`config.mk`:
```
export PLATFORM = sky130hd
export DESIGN_NAME = stick_deadzone_repeat_cursor
export DESIGN_NICKNAME = d
export VERILOG_FILES = /design/src/sv/sdrc_pkg.sv /design/src/sv/stick_deadzone_repeat_cursor.sv
export SDC_FILE = /design/constraint.sdc
export NUM_CORES = 1
export LEC_CHECK = 0
export BUFFER_PORTS_ARGS = -buffer_cell sky130_fd_sc_hd__buf_2
export CORE_MARGIN = 10
export CORE_UTILIZATION = 40
export DETAILED_ROUTE_END_ITERATION = 10
export HOLD_SLACK_MARGIN = 0.15
export SLEW_MARGIN = 20
export SYNTH_ARGS = -nofsm -noshare
export SYNTH_HDL_FRONTEND = slang
export SYNTH_SLANG_ARGS = --single-unit
```
`constraint.sdc`:
```
create_clock -name clk_i -period 17.6 [get_ports clk_i]
set_input_delay 1.76 -clock clk_i [delete_from_list [all_inputs] [get_ports clk_i]]
set_output_delay 1.76 -clock clk_i [all_outputs]
set_load 0.05 [all_outputs]
```
`src/sv/sdrc_pkg.sv`:
```
// sdrc_pkg: shared constants for the stick deadzone repeat cursor block
// item codes, register indexes, table sizes, map defaults, payload widths and reset values of the registers
// no dependencies
package sdrc_pkg;

  // table size, fixed by the widths of active_index and entry_count
  localparam int unsigned MAX_ENTRIES = 16;
  localparam int unsigned IDX_W       = $clog2(MAX_ENTRIES);
  localparam int unsigned CNT_W       = $clog2(MAX_ENTRIES + 1);

  // map defaults
  localparam int unsigned GRID_W_DEF = 32;
  localparam int unsigned GRID_H_DEF = 32;
  localparam int unsigned CELL_DEF   = 8;

  // item opcodes
  localparam logic [2:0] OP_KEY   = 3'd0;
  localparam logic [2:0] OP_NEXT  = 3'd1;
  localparam logic [2:0] OP_POLL  = 3'd2;
  localparam logic [2:0] OP_ADD   = 3'd3;
  localparam logic [2:0] OP_CLEAR = 3'd4;

  // key codes
  localparam logic [2:0] KEY_UP    = 3'd0;
  localparam logic [2:0] KEY_DOWN  = 3'd1;
  localparam logic [2:0] KEY_LEFT  = 3'd2;
  localparam logic [2:0] KEY_RIGHT = 3'd3;
  localparam logic [2:0] KEY_NEXT  = 3'd4;

  // register indexes
  localparam logic [1:0] REG_REPEAT_DELAY    = 2'd0;
  localparam logic [1:0] REG_REPEAT_INTERVAL = 2'd1;
  localparam logic [1:0] REG_DEAD_ZONE       = 2'd2;
  localparam logic [1:0] REG_PAD_PRESENT     = 2'd3;

  // register reset values
  localparam logic [15:0] REPEAT_DELAY_RST    = 16'd200;
  localparam logic [15:0] REPEAT_INTERVAL_RST = 16'd100;
  localparam logic [14:0] DEAD_ZONE_RST       = 15'd8000;
  localparam logic        PAD_PRESENT_RST     = 1'b1;

  // payload widths
  localparam int unsigned IN_DATA_W  = 88;
  localparam int unsigned IN_USER_W  = 3;
  localparam int unsigned OUT_DATA_W = 32;

  // highest pixel position on an axis: tile * (grid - 1), capped to 0..255
  function automatic int limit_of(input int grid, input int tile);
    int m;
    m = grid * tile - tile;
    if (m > 255) m = 255;
    if (m < 0) m = 0;
    return m;
  endfunction

endpackage

```
`src/sv/stick_deadzone_repeat_cursor.sv`:
```
// stick_deadzone_repeat_cursor: position table with stick/dpad/key stepping and repeat timing
// depends on sdrc_pkg
//
//  channel  | dir | handshake                   | payload
//  ---------+-----+-----------------------------+-------------------------------------
//  s_axis   | in  | s_axis_tvalid/s_axis_tready | tuser opcode, tdata item fields
//  m_axis   | out | m_axis_tvalid/m_axis_tready | tdata result fields
//  cfg      | in  | cfg_we_i (no wait)          | cfg_idx_i, cfg_wdata_i
//
// one item per cycle while m_axis is not stalled: every item is a table read, a one-tile add and clamp and a
// 32-bit elapsed-time compare, all combinational in front of the result register.
// results appear in the cycle after the item is taken; the input is taken while the
// result register is empty or being drained, so a stall on m_axis holds s_axis.
// reset clears count, active entry, repeat state and result valid and loads the register reset values;
// the position table itself is not cleared.
module stick_deadzone_repeat_cursor
  import sdrc_pkg::*;
#(
  parameter int unsigned GRID_W = GRID_W_DEF,
  parameter int unsigned GRID_H = GRID_H_DEF,
  parameter int unsigned CELL   = CELL_DEF
) (
  input  logic                  clk_i,
  input  logic                  rst_ni,
  // slave side
  input  logic                  s_axis_tvalid,
  output logic                  s_axis_tready,
  // key_code[2:0], stick_x[18:3], stick_y[34:19], pad_up[35], pad_down[36],
  // pad_left[37], pad_right[38], now_ms[70:39], load_x[78:71], load_y[86:79], zero[87]
  input  logic [IN_DATA_W-1:0]  s_axis_tdata,
  // opcode[2:0]
  input  logic [IN_USER_W-1:0]  s_axis_tuser,
  // master side
  output logic                  m_axis_tvalid,
  input  logic                  m_axis_tready,
  // active_index[3:0], pos_x_out[11:4], pos_y_out[19:12], entry_count[24:20],
  // moved[25], rejected[26], zero[31:27]
  output logic [OUT_DATA_W-1:0] m_axis_tdata,
  // configuration writes
  input  logic                  cfg_we_i,
  input  logic [1:0]            cfg_idx_i,
  input  logic [15:0]           cfg_wdata_i
);

  localparam logic signed [9:0] LIM_X  = 10'(limit_of(int'(GRID_W), int'(CELL)));
  localparam logic signed [9:0] LIM_Y  = 10'(limit_of(int'(GRID_H), int'(CELL)));
  localparam logic signed [9:0] STEP_V = 10'(CELL);

  // configuration registers
  logic [15:0] repeat_delay_q, repeat_interval_q;
  logic [14:0] dead_zone_q;
  logic        pad_present_q;

  always_ff @(posedge clk_i or negedge rst_ni) begin
    if (!rst_ni) begin
      repeat_delay_q    <= REPEAT_DELAY_RST;
      repeat_interval_q <= REPEAT_INTERVAL_RST;
      dead_zone_q       <= DEAD_ZONE_RST;
      pad_present_q     <= PAD_PRESENT_RST;
    end else if (cfg_we_i) begin
      unique case (cfg_idx_i)
        REG_REPEAT_DELAY:    repeat_delay_q    <= cfg_wdata_i;
        REG_REPEAT_INTERVAL: repeat_interval_q <= cfg_wdata_i;
        REG_DEAD_ZONE:       dead_zone_q       <= cfg_wdata_i[14:0];
        REG_PAD_PRESENT:     pad_present_q     <= cfg_wdata_i[0];
        default: ;
      endcase
    end
  end

  // item fields
  logic [2:0]         opcode, key_code;
  logic signed [15:0] stick_x, stick_y;
  logic               pad_up, pad_down, pad_left, pad_right;
  logic [31:0]        now_ms;
  logic [7:0]         load_x, load_y;

  assign opcode    = s_axis_tuser[2:0];
  assign key_code  = s_axis_tdata[2:0];
  assign stick_x   = s_axis_tdata[18:3];
  assign stick_y   = s_axis_tdata[34:19];
  assign pad_up    = s_axis_tdata[35];
  assign pad_down  = s_axis_tdata[36];
  assign pad_left  = s_axis_tdata[37];
  assign pad_right = s_axis_tdata[38];
  assign now_ms    = s_axis_tdata[70:39];
  assign load_x    = s_axis_tdata[78:71];
  assign load_y    = s_axis_tdata[86:79];

  // state
  logic [7:0]       entry_x_q [MAX_ENTRIES];
  logic [7:0]       entry_y_q [MAX_ENTRIES];
  logic [CNT_W-1:0] count_q, count_d;
  logic [IDX_W-1:0] active_q, active_d;
  logic             holding_q, holding_d;
  logic [31:0]      last_move_q, last_move_d;

  logic             out_valid_q;
  logic [OUT_DATA_W-1:0] out_data_q, out_data_d;

  logic accept;
  assign s_axis_tready = !out_valid_q || m_axis_tready;
  assign accept        = s_axis_tvalid && s_axis_tready;

  // next entry in round-robin order
  logic [IDX_W-1:0] next_sel;
  logic [CNT_W-1:0] active_inc;
  assign active_inc = CNT_W'(active_q) + CNT_W'(1);
  assign next_sel   = (active_inc >= count_q) ? '0 : active_inc[IDX_W-1:0];

  logic has_active;
  assign has_active = (count_q != '0) && (CNT_W'(active_q) < count_q);

  // single table read port
  logic [IDX_W-1:0] rd_addr;
  logic [7:0]       rd_x, rd_y;
  assign rd_addr = (opcode == OP_NEXT) ? next_sel : active_q;
  assign rd_x    = entry_x_q[rd_addr];
  assign rd_y    = entry_y_q[rd_addr];

  // stick against the deadzone, dpad overrides in order up, down, left, right
  logic signed [16:0] sx_w, sy_w, dz_pos, dz_neg;
  logic st_l, st_r, st_u, st_d;
  logic pl, pr, pu, pd, poll_any;

  assign sx_w   = {stick_x[15], stick_x};
  assign sy_w   = {stick_y[15], stick_y};
  assign dz_pos = $signed({2'b00, dead_zone_q});
  assign dz_neg = -dz_pos;
  assign st_r   = sx_w > dz_pos;
  assign st_l   = sx_w < dz_neg;
  assign st_d   = sy_w > dz_pos;
  assign st_u   = sy_w < dz_neg;

  always_comb begin
    pu = st_u;
    pd = st_d;
    pl = st_l;
    pr = st_r;
    if (pad_up) begin
      {pu, pd, pl, pr} = 4'b1000;
    end else if (pad_down) begin
      {pu, pd, pl, pr} = 4'b0100;
    end else if (pad_left) begin
      {pu, pd, pl, pr} = 4'b0010;
    end else if (pad_right) begin
      {pu, pd, pl, pr} = 4'b0001;
    end
  end
  assign poll_any = pu || pd || pl || pr;

  // repeat timing, wraps modulo 2^32
  logic [31:0] elapsed, repeat_time;
  logic        repeat_due, poll_step;
  assign elapsed     = now_ms - last_move_q;
  assign repeat_due  = elapsed > {16'd0, repeat_delay_q};
  assign repeat_time = now_ms - {16'd0, repeat_delay_q} + {16'd0, repeat_interval_q};
  assign poll_step   = poll_any && (!holding_q || repeat_due);

  // key directions
  logic ku, kd, kl, kr, key_any;
  always_comb begin
    {ku, kd, kl, kr} = 4'b0000;
    case (key_code)
      KEY_UP:    ku = 1'b1;
      KEY_DOWN:  kd = 1'b1;
      KEY_LEFT:  kl = 1'b1;
      KEY_RIGHT: kr = 1'b1;
      default: ;
    endcase
  end
  assign key_any = ku || kd || kl || kr;

  // one tile step then clamp to the map
  logic mu, md, ml, mr;
  logic signed [9:0] vx, vy;
  logic [7:0] cx, cy;

  always_comb begin
    if (opcode == OP_POLL) begin
      {mu, md, ml, mr} = poll_step ? {pu, pd, pl, pr} : 4'b0000;
    end else begin
      {mu, md, ml, mr} = {ku, kd, kl, kr};
    end
    vx = $signed({2'b00, rd_x}) + (mr ? STEP_V : 10'sd0) - (ml ? STEP_V : 10'sd0);
    vy = $signed({2'b00, rd_y}) + (md ? STEP_V : 10'sd0) - (mu ? STEP_V : 10'sd0);
    if (vx > LIM_X) begin
      vx = LIM_X;
    end
    if (vx < 10'sd0) begin
      vx = 10'sd0;
    end
    if (vy > LIM_Y) begin
      vy = LIM_Y;
    end
    if (vy < 10'sd0) begin
      vy = 10'sd0;
    end
    cx = vx[7:0];
    cy = vy[7:0];
  end

  // item decode
  logic             wr_en;
  logic [IDX_W-1:0] wr_addr;
  logic [7:0]       wr_x, wr_y, px, py;
  logic             moved, rejected;

  always_comb begin
    count_d     = count_q;
    active_d    = active_q;
    holding_d   = holding_q;
    last_move_d = last_move_q;
    wr_en       = 1'b0;
    wr_addr     = active_q;
    wr_x        = cx;
    wr_y        = cy;
    px          = '0;
    py          = '0;
    moved       = 1'b0;
    rejected    = 1'b0;
    unique case (opcode)
      OP_KEY: begin
        if (has_active) begin
          wr_en = 1'b1;
          px    = cx;
          py    = cy;
          moved = key_any;
          if (key_code == KEY_NEXT) begin
            active_d = next_sel;
          end
        end
      end
      OP_NEXT: begin
        if (count_q != '0) begin
          active_d = next_sel;
          px       = rd_x;
          py       = rd_y;
        end
      end
      OP_POLL: begin
        if (has_active) begin
          px = rd_x;
          py = rd_y;
          if (pad_present_q) begin
            wr_en = 1'b1;
            px    = cx;
            py    = cy;
            moved = poll_step;
            if (!poll_any) begin
              holding_d = 1'b0;
            end else if (!holding_q) begin
              holding_d   = 1'b1;
              last_move_d = now_ms;
            end else if (repeat_due) begin
              last_move_d = repeat_time;
            end
          end
        end
      end
      OP_ADD: begin
        if (count_q < CNT_W'(MAX_ENTRIES)) begin
          wr_en   = 1'b1;
          wr_addr = count_q[IDX_W-1:0];
          wr_x    = load_x;
          wr_y    = load_y;
          px      = load_x;
          py      = load_y;
          count_d = count_q + CNT_W'(1);
        end else begin
          rejected = 1'b1;
        end
      end
      OP_CLEAR: begin
        count_d  = '0;
        active_d = '0;
      end
      default: ;
    endcase
    out_data_d = {5'd0, rejected, moved, count_d, py, px, active_d};
  end

  always_ff @(posedge clk_i) begin
    if (accept && wr_en) begin
      entry_x_q[wr_addr] <= wr_x;
      entry_y_q[wr_addr] <= wr_y;
    end
  end

  always_ff @(posedge clk_i or negedge rst_ni) begin
    if (!rst_ni) begin
      count_q     <= '0;
      active_q    <= '0;
      holding_q   <= 1'b0;
      last_move_q <= '0;
      out_valid_q <= 1'b0;
    end else begin
      if (accept) begin
        count_q     <= count_d;
        active_q    <= active_d;
        holding_q   <= holding_d;
        last_move_q <= last_move_d;
        out_valid_q <= 1'b1;
      end else if (m_axis_tready) begin
        out_valid_q <= 1'b0;
      end
    end
  end

  always_ff @(posedge clk_i) begin
    if (accept) begin
      out_data_q <= out_data_d;
    end
  end

  assign m_axis_tvalid = out_valid_q;
  assign m_axis_tdata  = out_data_q;

endmodule

```
==> impl_metrics.json, run 1 <==
{
  "outcome": "finished clean",
  "cts-root-buf": "clkbuf_16",
  "postCtsSetupBuffers": 0,
  "grt_usage_pct": 20.4,
  "critical_path_class": "primary input to flip-flop",
  "synth.most_common_cell": "nand2_1",
  "syn_to_final_growth_pct": 13.3,
  "cts_resized": 0,
  "post-route-util_pct": 46.0,
  "grt_max_degree": 59,
  "ys_top_cells_by_count": "nand2_1, edfxtp_1, inv_1",
  "row_count": 89,
  "yosys.area.top_type": "edfxtp_1",
  "grt_pass1_wl_um": 113000,
  "final_nets": 2827,
  "finalHoldViolCount": 0,
  "slowest_stage": "o21ai_1",
  "timing.hold.ws_ns": 0.503,
  "ant_nets": 0,
  "gp_congestion": 0.900,
  "cp_num_buf_inv": 4,
  "maxCapViolCount": 0,
  "cts.sinks": 374,
  "synthDistinctLibCells": 98,
  "async_flop_share_pct": 24.3,
  "avgSynthCellArea_um2": 10.0,
  "p_per_area_nw_per_um2": 160,
  "setup_slack_ns": 7.66,
  "yosys_warnings": 0,
  "synth_top_area_share_pct": 35.2,
  "grt_pass1_vias": 19200,
  "setup_viol": 0,
  "fin_total_pwr_mw": 4.37,
  "dieArea_um2": 70500,
  "ir_drop_mv": 0.121,
  "first_pass_iters": 5,
  "ys_top_cells_by_area": "edfxtp_1, ha_1, dfrtp_1",
  "period_minus_slack_ns": 9.94,
  "skew_ns": 0.0419,
  "ys_seq_area_share_pct": 44.7,
  "ctsLongestPathBuffers": 3,
  "synth-seq-cells": 374,
  "cp_top_family": "compound AO/OA/AOI/OAI gates",
  "maxSlewViolCount": 0,
  "vias": 19500,
  "syn_inst": 2407,
  "die_h_um": 266,
  "ys.flop_type": "edfxtp_1",
  "hold_buffers": 0,
  "start_util_pct": 40.6,
  "p_seq_share_pct": 30.1,
  "drc": 0,
  "clock_latency_ns": 0.60,
  "antenna_found_initial": 3,
  "clockPowerShare_pct": 21.6,
  "rsz0062_at_grt": "false",
  "ioPinCount": 148,
  "swShare_pct": 40.8,
  "coreArea_um2": 59400,
  "drt_wl_total_um": 73500,
  "fmax_ghz": 0.101,
  "path_max_fanout": 16,
  "vias_per_cell": 5.85,
  "total_leakage_power_nw": 11.1,
  "final_layout_size_suffix_gt1_share_pct": 14.7,
  "min_path_type": "flip-flop to flip-flop",
  "p_int_mw": 2.59,
  "wire_per_inst_um": 22.0,
  "switching_power_mw": 1.78,
  "fin_crit_sh_pct": 56.5,
  "die_w_um": 266,
  "cts_tree": "built",
  "hpwl_um": 50300,
  "tightest_slew_ns": 1.09,
  "drtIter0Drc": 1927,
  "worst_setup_path_start_kind": "primary input",
  "clk_pin_slew_worst_paths_ns": 0.06,
  "synth_edf_count": 283,
  "cp.arrival_ns": 10.18,
  "timing.critical_path.mode_cell": "a21oi_1",
  "end_kind": "flip-flop",
  "htreeDepth": 2,
  "crit_required_ns": 17.85,
  "slew_headroom_pct": 26.7,
  "tritoncts.num_buffers": 42,
  "combPwrFrac_pct": 48.3,
  "grt-ovfl-total": 0,
  "io_buffers": 141,
  "finalSetupTns_ns": 0,
  "syn_area_um2": 24100,
  "place_ws_ns": 6.78,
  "max_stage_delay_ns": 0.86
}
-- state kept, by name, indices dropped and copies added (netlist names) --
| register | flops |
|---|---|
| repeat_interval_q | 16 |
| m_axis_tdata | 27 |
| repeat_delay_q | 16 |
| active_q | 4 |
| dead_zone_q | 15 |
| entry_y_q | 128 |
| holding_q | 1 |
| m_axis_tvalid | 1 |
| last_move_q | 32 |
| count_q | 5 |
| pad_present_q | 1 |
| entry_x_q | 128 |
-- cell families (layout without fill, tap and decap cells) --
| logic type | Yosys count | after routing | synth area share (%) |
|---|---|---|---|
| fa+ha+maj | 187 | 187 | 10.3 |
| mux | 115 | 115 | 5.08 |
| buf+inv | 311 | 460 | 5.16 |
| xor+xnor | 61 | 61 | 2.28 |
| compound gates | 592 | 592 | 17.3 |
| simple gates | 766 | 766 | 15.1 |
| flops | 374 | 374 | 44.7 |
| other cells | 1 | 9 | 0.0155 |
-- cell type report --
| cell class | instances | area, µm² |
|---|---|---|
| fill | 5514 | 32000 |
| multi-input combinational | 1726 | 12300 |
| sequential | 374 | 10800 |
| clock buffer | 50 | 1110 |
| timing repair buffer | 190 | 1080 |
| tap | 773 | 967 |
| inverter | 192 | 721 |
| clock inverter | 28 | 370 |
| antenna | 4 | 10.0 |
-- power groups by stage --
stage / Clock (mW) / Sequential, mW / Combinational, mW
after floorplan: 0 / 1.36 / 1.44
after global placement: 0 / 1.33 / 2.02
after detailed placement: 0 / 1.33 / 2.07
after CTS: 0.960 / 1.31 / 2.08
after global routing: 0.996 / 1.32 / 2.34
final: 0.944 / 1.31 / 2.11
-- path summary, 6_finish.rpt --
| kind | from | to | slack (ns) | depth (start not counted) |
|---|---|---|---|---|
| worst min-delay path | repeat_interval_q[14] | repeat_interval_q[14] | 0.50 | 1 |
| worst max register to register | last_move_q[0] | entry_x_q[2][6] | 8.69 | 31 |
| worst min register to register | repeat_interval_q[14] | repeat_interval_q[14] | 0.50 | 1 |
| worst max-delay path | s_axis_tdata[39] | entry_x_q[2][6] | 7.66 | 33 |
| max in group asynchronous | rst_ni | holding_q | 15.22 | 2 |
| min in group asynchronous | rst_ni | repeat_interval_q[11] | 1.13 | 1 |
-- per-layer routing --
layer | wire length, µm | up-vias | GRT usage, %
met5 | 0 | - | 0
met4 | 1860 | 0 | 6.34
met3 | 5030 | 111 | 3.06
met2 | 34000 | 622 | 33.2
met1 | 32600 | 9618 | 27.6
li1 | - | 9168 | -
-- stage by stage --
step	cell area [µm²]	std cells
5_1_grt	27300	3333
2_1_floorplan	24100	2411
4_1_cts	27300	3333
6_report	27300	3337
3_3_place_gp	25800	3255
3_5_place_dp	25800	3255
-- worst register-to-register path: cells and delay by family (launching register included) --
kind,cells,cell delay (ns)
xor+xnor,1,0.14
fa+ha+maj,5,1.51
flops,1,0.35
compound gates,14,4.25
simple gates,9,2.26
buf+inv,2,0.11
-- placed cells by master, fill, tap and decap left out, types with 35 or more instances in the layout --
master and instances:
o211ai_1 35, buf_4 50, dfrtp_1 77, a21o_1 56, o21ai_0 98, a21oi_1 104
mux2_2 38, nor2_1 97, buf_2 140, nand3_1 94, edfxtp_1 283, inv_1 191
and3_1 47, ha_1 168, mux2i_1 73, xnor2_1 48, clkbuf_16 43, nand2_1 304
nor3_1 42
(Power assumes the default switching activity.)
==> run 2: changes to the inputs <==
==> constraint.sdc (replaced) <==
create_clock -name clk_i -period 8.81 [get_ports clk_i]
set_input_delay 0.881 -clock clk_i [delete_from_list [all_inputs] [get_ports clk_i]]
set_output_delay 0.881 -clock clk_i [all_outputs]
set_load 0.05 [all_outputs]
==> impl_metrics.json, run 2 (synthesized netlist as in run 1, its figures left out) <==
{
  "outcome": "finished clean",
  "path_max_fanout": 16,
  "mostFrequentLayoutCells": "nand2_1, edfxtp_1, inv_1",
  "reg_top3": "entry_x_q x128, entry_y_q x128, last_move_q x32",
  "grt_max_degree": 61,
  "ctsLongestPathBuffers": 3,
  "cts-root-buf": "clkbuf_16",
  "ioPinCount": 148,
  "grt_pass1_vias": 19400,
  "wire_per_inst_um": 22.4,
  "cts.sinks": 374,
  "tightest_slew_ns": 1.16,
  "slew_headroom_pct": 22.9,
  "htreeDepth": 2,
  "period_minus_slack_ns": 7.94,
  "drtIter0Drc": 1789,
  "critical_path_class": "primary input to flip-flop",
  "max_stage_delay_ns": 0.61,
  "drt_wl_total_um": 75100,
  "met3_usage_pct": 2.96,
  "worst_setup_path_start_kind": "primary input",
  "fin_crit_sh_pct": 90.1,
  "first_pass_iters": 8,
  "total_leakage_power_nw": 11.1,
  "r2r-start": "last_move_q[0]",
  "final_layout_size_suffix_gt1_share_pct": 14.8,
  "grt_pass1_wl_um": 113000,
  "syn_to_final_growth_pct": 13.2,
  "final_nets": 2845,
  "die_h_um": 266,
  "maxCapViolCount": 0,
  "clock_latency_ns": 0.58,
  "die_w_um": 266,
  "met1_usage_pct": 26.6,
  "reg2reg_depth": 30,
  "maxSlewViolCount": 0,
  "grt_usage_pct": 20.5,
  "gp_congestion": 0.911,
  "cts_tree": "built",
  "place_ws_ns": 0.0336,
  "fmax_ghz": 0.126,
  "end_kind": "flip-flop",
  "antenna_found_initial": 2,
  "row_count": 89,
  "vias": 19700,
  "setup_viol": 0,
  "timing.critical_path.mode_cell": "ha_1",
  "grt-ovfl-total": 0,
  "io_buffers": 141,
  "layout_commonest_cell": "nand2_1",
  "reg2reg_slack_ns": 1.03,
  "ir_drop_mv": 0.206,
  "crit_required_ns": 9.22,
  "skew_ns": 0.0152,
  "hold_buffers": 0,
  "p_per_area_nw_per_um2": 318,
  "tritoncts.num_buffers": 43,
  "startpoint": "s_axis_tdata[39]",
  "hpwl_um": 53000,
  "slowest_stage": "fa_1",
  "coreArea_um2": 59400,
  "cts_resized": 0,
  "dieArea_um2": 70500,
  "setup_slack_ns": 0.873,
  "finalSetupTns_ns": 0,
  "rsz0062_at_grt": "false",
  "busiest_layer": "met2",
  "ant_nets": 0,
  "vias_per_cell": 5.88,
  "grt_use_met2_pct": 34.3,
  "clk_pin_slew_worst_paths_ns": 0.06,
  "min_path_type": "primary input to async pin",
  "postCtsSetupBuffers": 0,
  "drc": 0,
  "finalHoldViolCount": 0,
  "cp.arrival_ns": 8.35,
  "rr_endpoint": "entry_x_q[14][2]",
  "start_util_pct": 40.6
}
## run 2: cell count changes in the layout (fill, tap and decap cells not counted), moves of 2 or more
cell	previous run	this run
buf_4	50	67
bufinv_16	7	3
clkbuf_1	6	12
clkinv_2	8	2
clkinv_4	2	0
clkinvlp_4	5	3
## run 2: critical path: cells and delay by family
| family | cells | cell delay, ns |
|---|---|---|
| xor+xnor | 1 | 0.14 |
| compound gates | 12 | 2.86 |
| simple gates | 9 | 1.88 |
| fa+ha+maj | 5 | 1.83 |
| buf+inv | 5 | 0.73 |
## run 2: power breakdown
| group | internal (mW) | switching [mW] | leakage (nW) |
|---|---|---|---|
| clock network | 1.01 | 0.748 | 0.640 |
| registers | 2.54 | 0.0887 | 3.60 |
| logic | 1.57 | 2.74 | 6.87 |
## run 2: per-layer routing
layer | vias up | part of all wire (%)
li1 | 9195 | -
met1 | 9686 | 43
met2 | 668 | 47
met3 | 141 | 6.5
met4 | 0 | 3.3
met5 | - | 0
## run 2: worst max-delay path by stage
stage,to,cells after the start
floorplan,entry_x_q[0][2],31
global placement,entry_y_q[10][0],32
detailed placement,entry_y_q[2][0],32
CTS,entry_y_q[10][0],32
global route,entry_x_q[0][1],32
finish,entry_x_q[14][2],32
## run 2: metrics by stage
step / hold slack [ns] / std cells / power (mW) / instance area (µm²) / utilization, %
global route: 0.250 / 3346 / 9.23 / 27300 / 46.0
global placement: 0.489 / 3272 / 6.79 / 25900 / 43.7
detailed placement: 0.497 / 3272 / 6.89 / 25900 / 43.7
floorplan: 0.479 / 2411 / 5.58 / 24100 / -
CTS: 0.220 / 3345 / 8.67 / 27300 / 46.0
finish: 0.234 / 3349 / 8.68 / 27300 / 46.0
## run 2: final cells by class
class | count | area, µm²
Clock buffer | 57 | 1150
Antenna cell | 4 | 10.0
Timing Repair Buffer | 207 | 1200
Multi-Input combinational cell | 1726 | 12300
Sequential cell | 374 | 10800
Inverter | 192 | 721
Tap cell | 773 | 967
Fill cell | 5557 | 32100
Clock inverter | 16 | 196
==> run 3: changes to the inputs <==
--- a/config.mk
+++ b/config.mk
@@ -8,6 +8,7 @@
 export BUFFER_PORTS_ARGS = -buffer_cell sky130_fd_sc_hd__buf_2
 export CORE_MARGIN = 10
 export CORE_UTILIZATION = 40
+export CTS_BUF_LIST = sky130_fd_sc_hd__clkbuf_2 sky130_fd_sc_hd__clkbuf_4 sky130_fd_sc_hd__clkbuf_8
 export DETAILED_ROUTE_END_ITERATION = 10
 export HOLD_SLACK_MARGIN = 0.15
 export SLEW_MARGIN = 20
==> impl_metrics.json, run 3 (synthesized netlist as in run 1, its figures left out) <==
{
  "outcome": "finished clean",
  "die_w_um": 266,
  "total_leakage_power_nw": 11.2,
  "vias": 19900,
  "final_nets": 2870,
  "gp_congestion": 0.911,
  "skew_ns": 0.0361,
  "end_kind": "flip-flop",
  "clk_pin_slew_worst_paths_ns": 0.06,
  "finalSetupTns_ns": 0,
  "reg2reg_depth": 30,
  "ir_drop_mv": 0.205,
  "start_util_pct": 40.6,
  "rr_endpoint": "entry_x_q[12][1]",
  "drc": 0,
  "period_minus_slack_ns": 7.88,
  "max_stage_delay_ns": 0.61,
  "setup_viol": 0,
  "ctsLongestPathBuffers": 3,
  "whs_path_depth": 2,
  "hpwl_um": 53000,
  "p_per_area_nw_per_um2": 315,
  "ioPinCount": 148,
  "crit_required_ns": 9.30,
  "grt-ovfl-total": 0,
  "postCtsSetupBuffers": 0,
  "place_ws_ns": 0.0336,
  "vias_per_cell": 5.87,
  "slew_headroom_pct": 23.3,
  "fmax_ghz": 0.127,
  "dieArea_um2": 70500,
  "timing.critical_path.mode_cell": "ha_1",
  "wire_per_inst_um": 22.3,
  "layout_commonest_cell": "nand2_1",
  "cp.arrival_ns": 8.37,
  "htreeDepth": 3,
  "timing.hold.ws_ns": 0.452,
  "critical_path_class": "primary input to flip-flop",
  "rsz0062_at_grt": "false",
  "finalHoldViolCount": 0,
  "grt_pass1_vias": 19600,
  "die_h_um": 266,
  "min_path_type": "primary input to flip-flop",
  "hold_path.startpoint": "s_axis_tvalid",
  "grt_pass1_wl_um": 114000,
  "setup_slack_ns": 0.934,
  "slowest_stage": "fa_1",
  "tritoncts.num_buffers": 67,
  "cp_num_buf_inv": 5,
  "reg2reg_slack_ns": 1.05,
  "drtIter0Drc": 1716,
  "mostFrequentLayoutCells": "nand2_1, edfxtp_1, inv_1",
  "first_pass_iters": 6,
  "row_count": 89,
  "cts.sinks": 374,
  "syn_to_final_growth_pct": 13.0,
  "clock_latency_ns": 0.66,
  "regArea_um2": 10800,
  "multi_input_area_um2": 12300,
  "final_layout_size_suffix_gt1_share_pct": 16.1,
  "maxSlewViolCount": 0,
  "io_buffers": 141,
  "tightest_slew_ns": 1.15,
  "coreArea_um2": 59400,
  "ant_nets": 0,
  "drt_wl_total_um": 75400,
  "fin_crit_sh_pct": 89.4,
  "grt_max_degree": 61,
  "nFillCells": 5588,
  "worstHoldEndpoint": "m_axis_tvalid",
  "cts_tree": "built",
  "cts_resized": 0,
  "dp_cells": 3272,
  "path_max_fanout": 16,
  "cts-root-buf": "clkbuf_8",
  "hold_buffers": 1,
  "grt_usage_pct": 20.7,
  "maxCapViolCount": 0,
  "r2r-start": "last_move_q[0]",
  "cp_top_family": "compound AO/OA/AOI/OAI gates",
  "fin_total_pwr_mw": 8.57,
  "fin_cells": 3384,
  "reg_top3": "entry_x_q x128, entry_y_q x128, last_move_q x32",
  "antenna_found_initial": 2,
  "worst_setup_path_start_kind": "primary input"
}
run 3: report_power, final:
group          internal [mW]  switching, mW  total (mW)
registers               2.54         0.0888        2.63
clock network          0.890          0.750        1.64
logic                   1.57           2.73        4.30
total                   5.00           3.57        8.57
run 3: worst max-delay path by stage:
stage                                 from               end  slack (ns)  cells after the start
after floorplan           s_axis_tdata[39]   entry_x_q[0][2]        0.57                     31
after global placement    s_axis_tdata[39]  entry_y_q[10][0]        0.25                     32
after detailed placement  s_axis_tdata[39]   entry_y_q[2][0]        0.03                     32
after CTS                 s_axis_tdata[39]   entry_y_q[9][0]        0.65                     32
after global routing      s_axis_tdata[39]  entry_x_q[12][1]        0.38                     32
final                     s_axis_tdata[39]  entry_x_q[12][1]        0.93                     32
run 3: layer usage:
layer	routed length, µm	vias to the layer above	part of all wire (%)	track usage (%)
met2	35100	699	47	34.3
li1	-	9246	-	-
met3	4970	147	6.6	3.49
met1	32700	9763	43	26.5
met5	0	-	0	0
met4	2600	0	3.4	8.36
run 3: layout make-up:
| class | instances | area share (%) |
|---|---|---|
| Timing Repair Buffer | 208 | 4.46 |
| Sequential cell | 374 | 39.6 |
| Tap cell | 773 | 3.55 |
| Inverter | 192 | 2.65 |
| Clock buffer | 80 | 3.79 |
| Clock inverter | 29 | 0.914 |
| Multi-Input combinational cell | 1726 | 45.0 |
| Antenna cell | 2 | 0.0184 |
run 3: through the flow:
step	util, %	instance area, µm²
2_1_floorplan	-	24100
3_3_place_gp	43.7	25900
3_5_place_dp	43.7	25900
4_1_cts	45.9	27200
5_1_grt	45.9	27200
6_report	45.9	27200
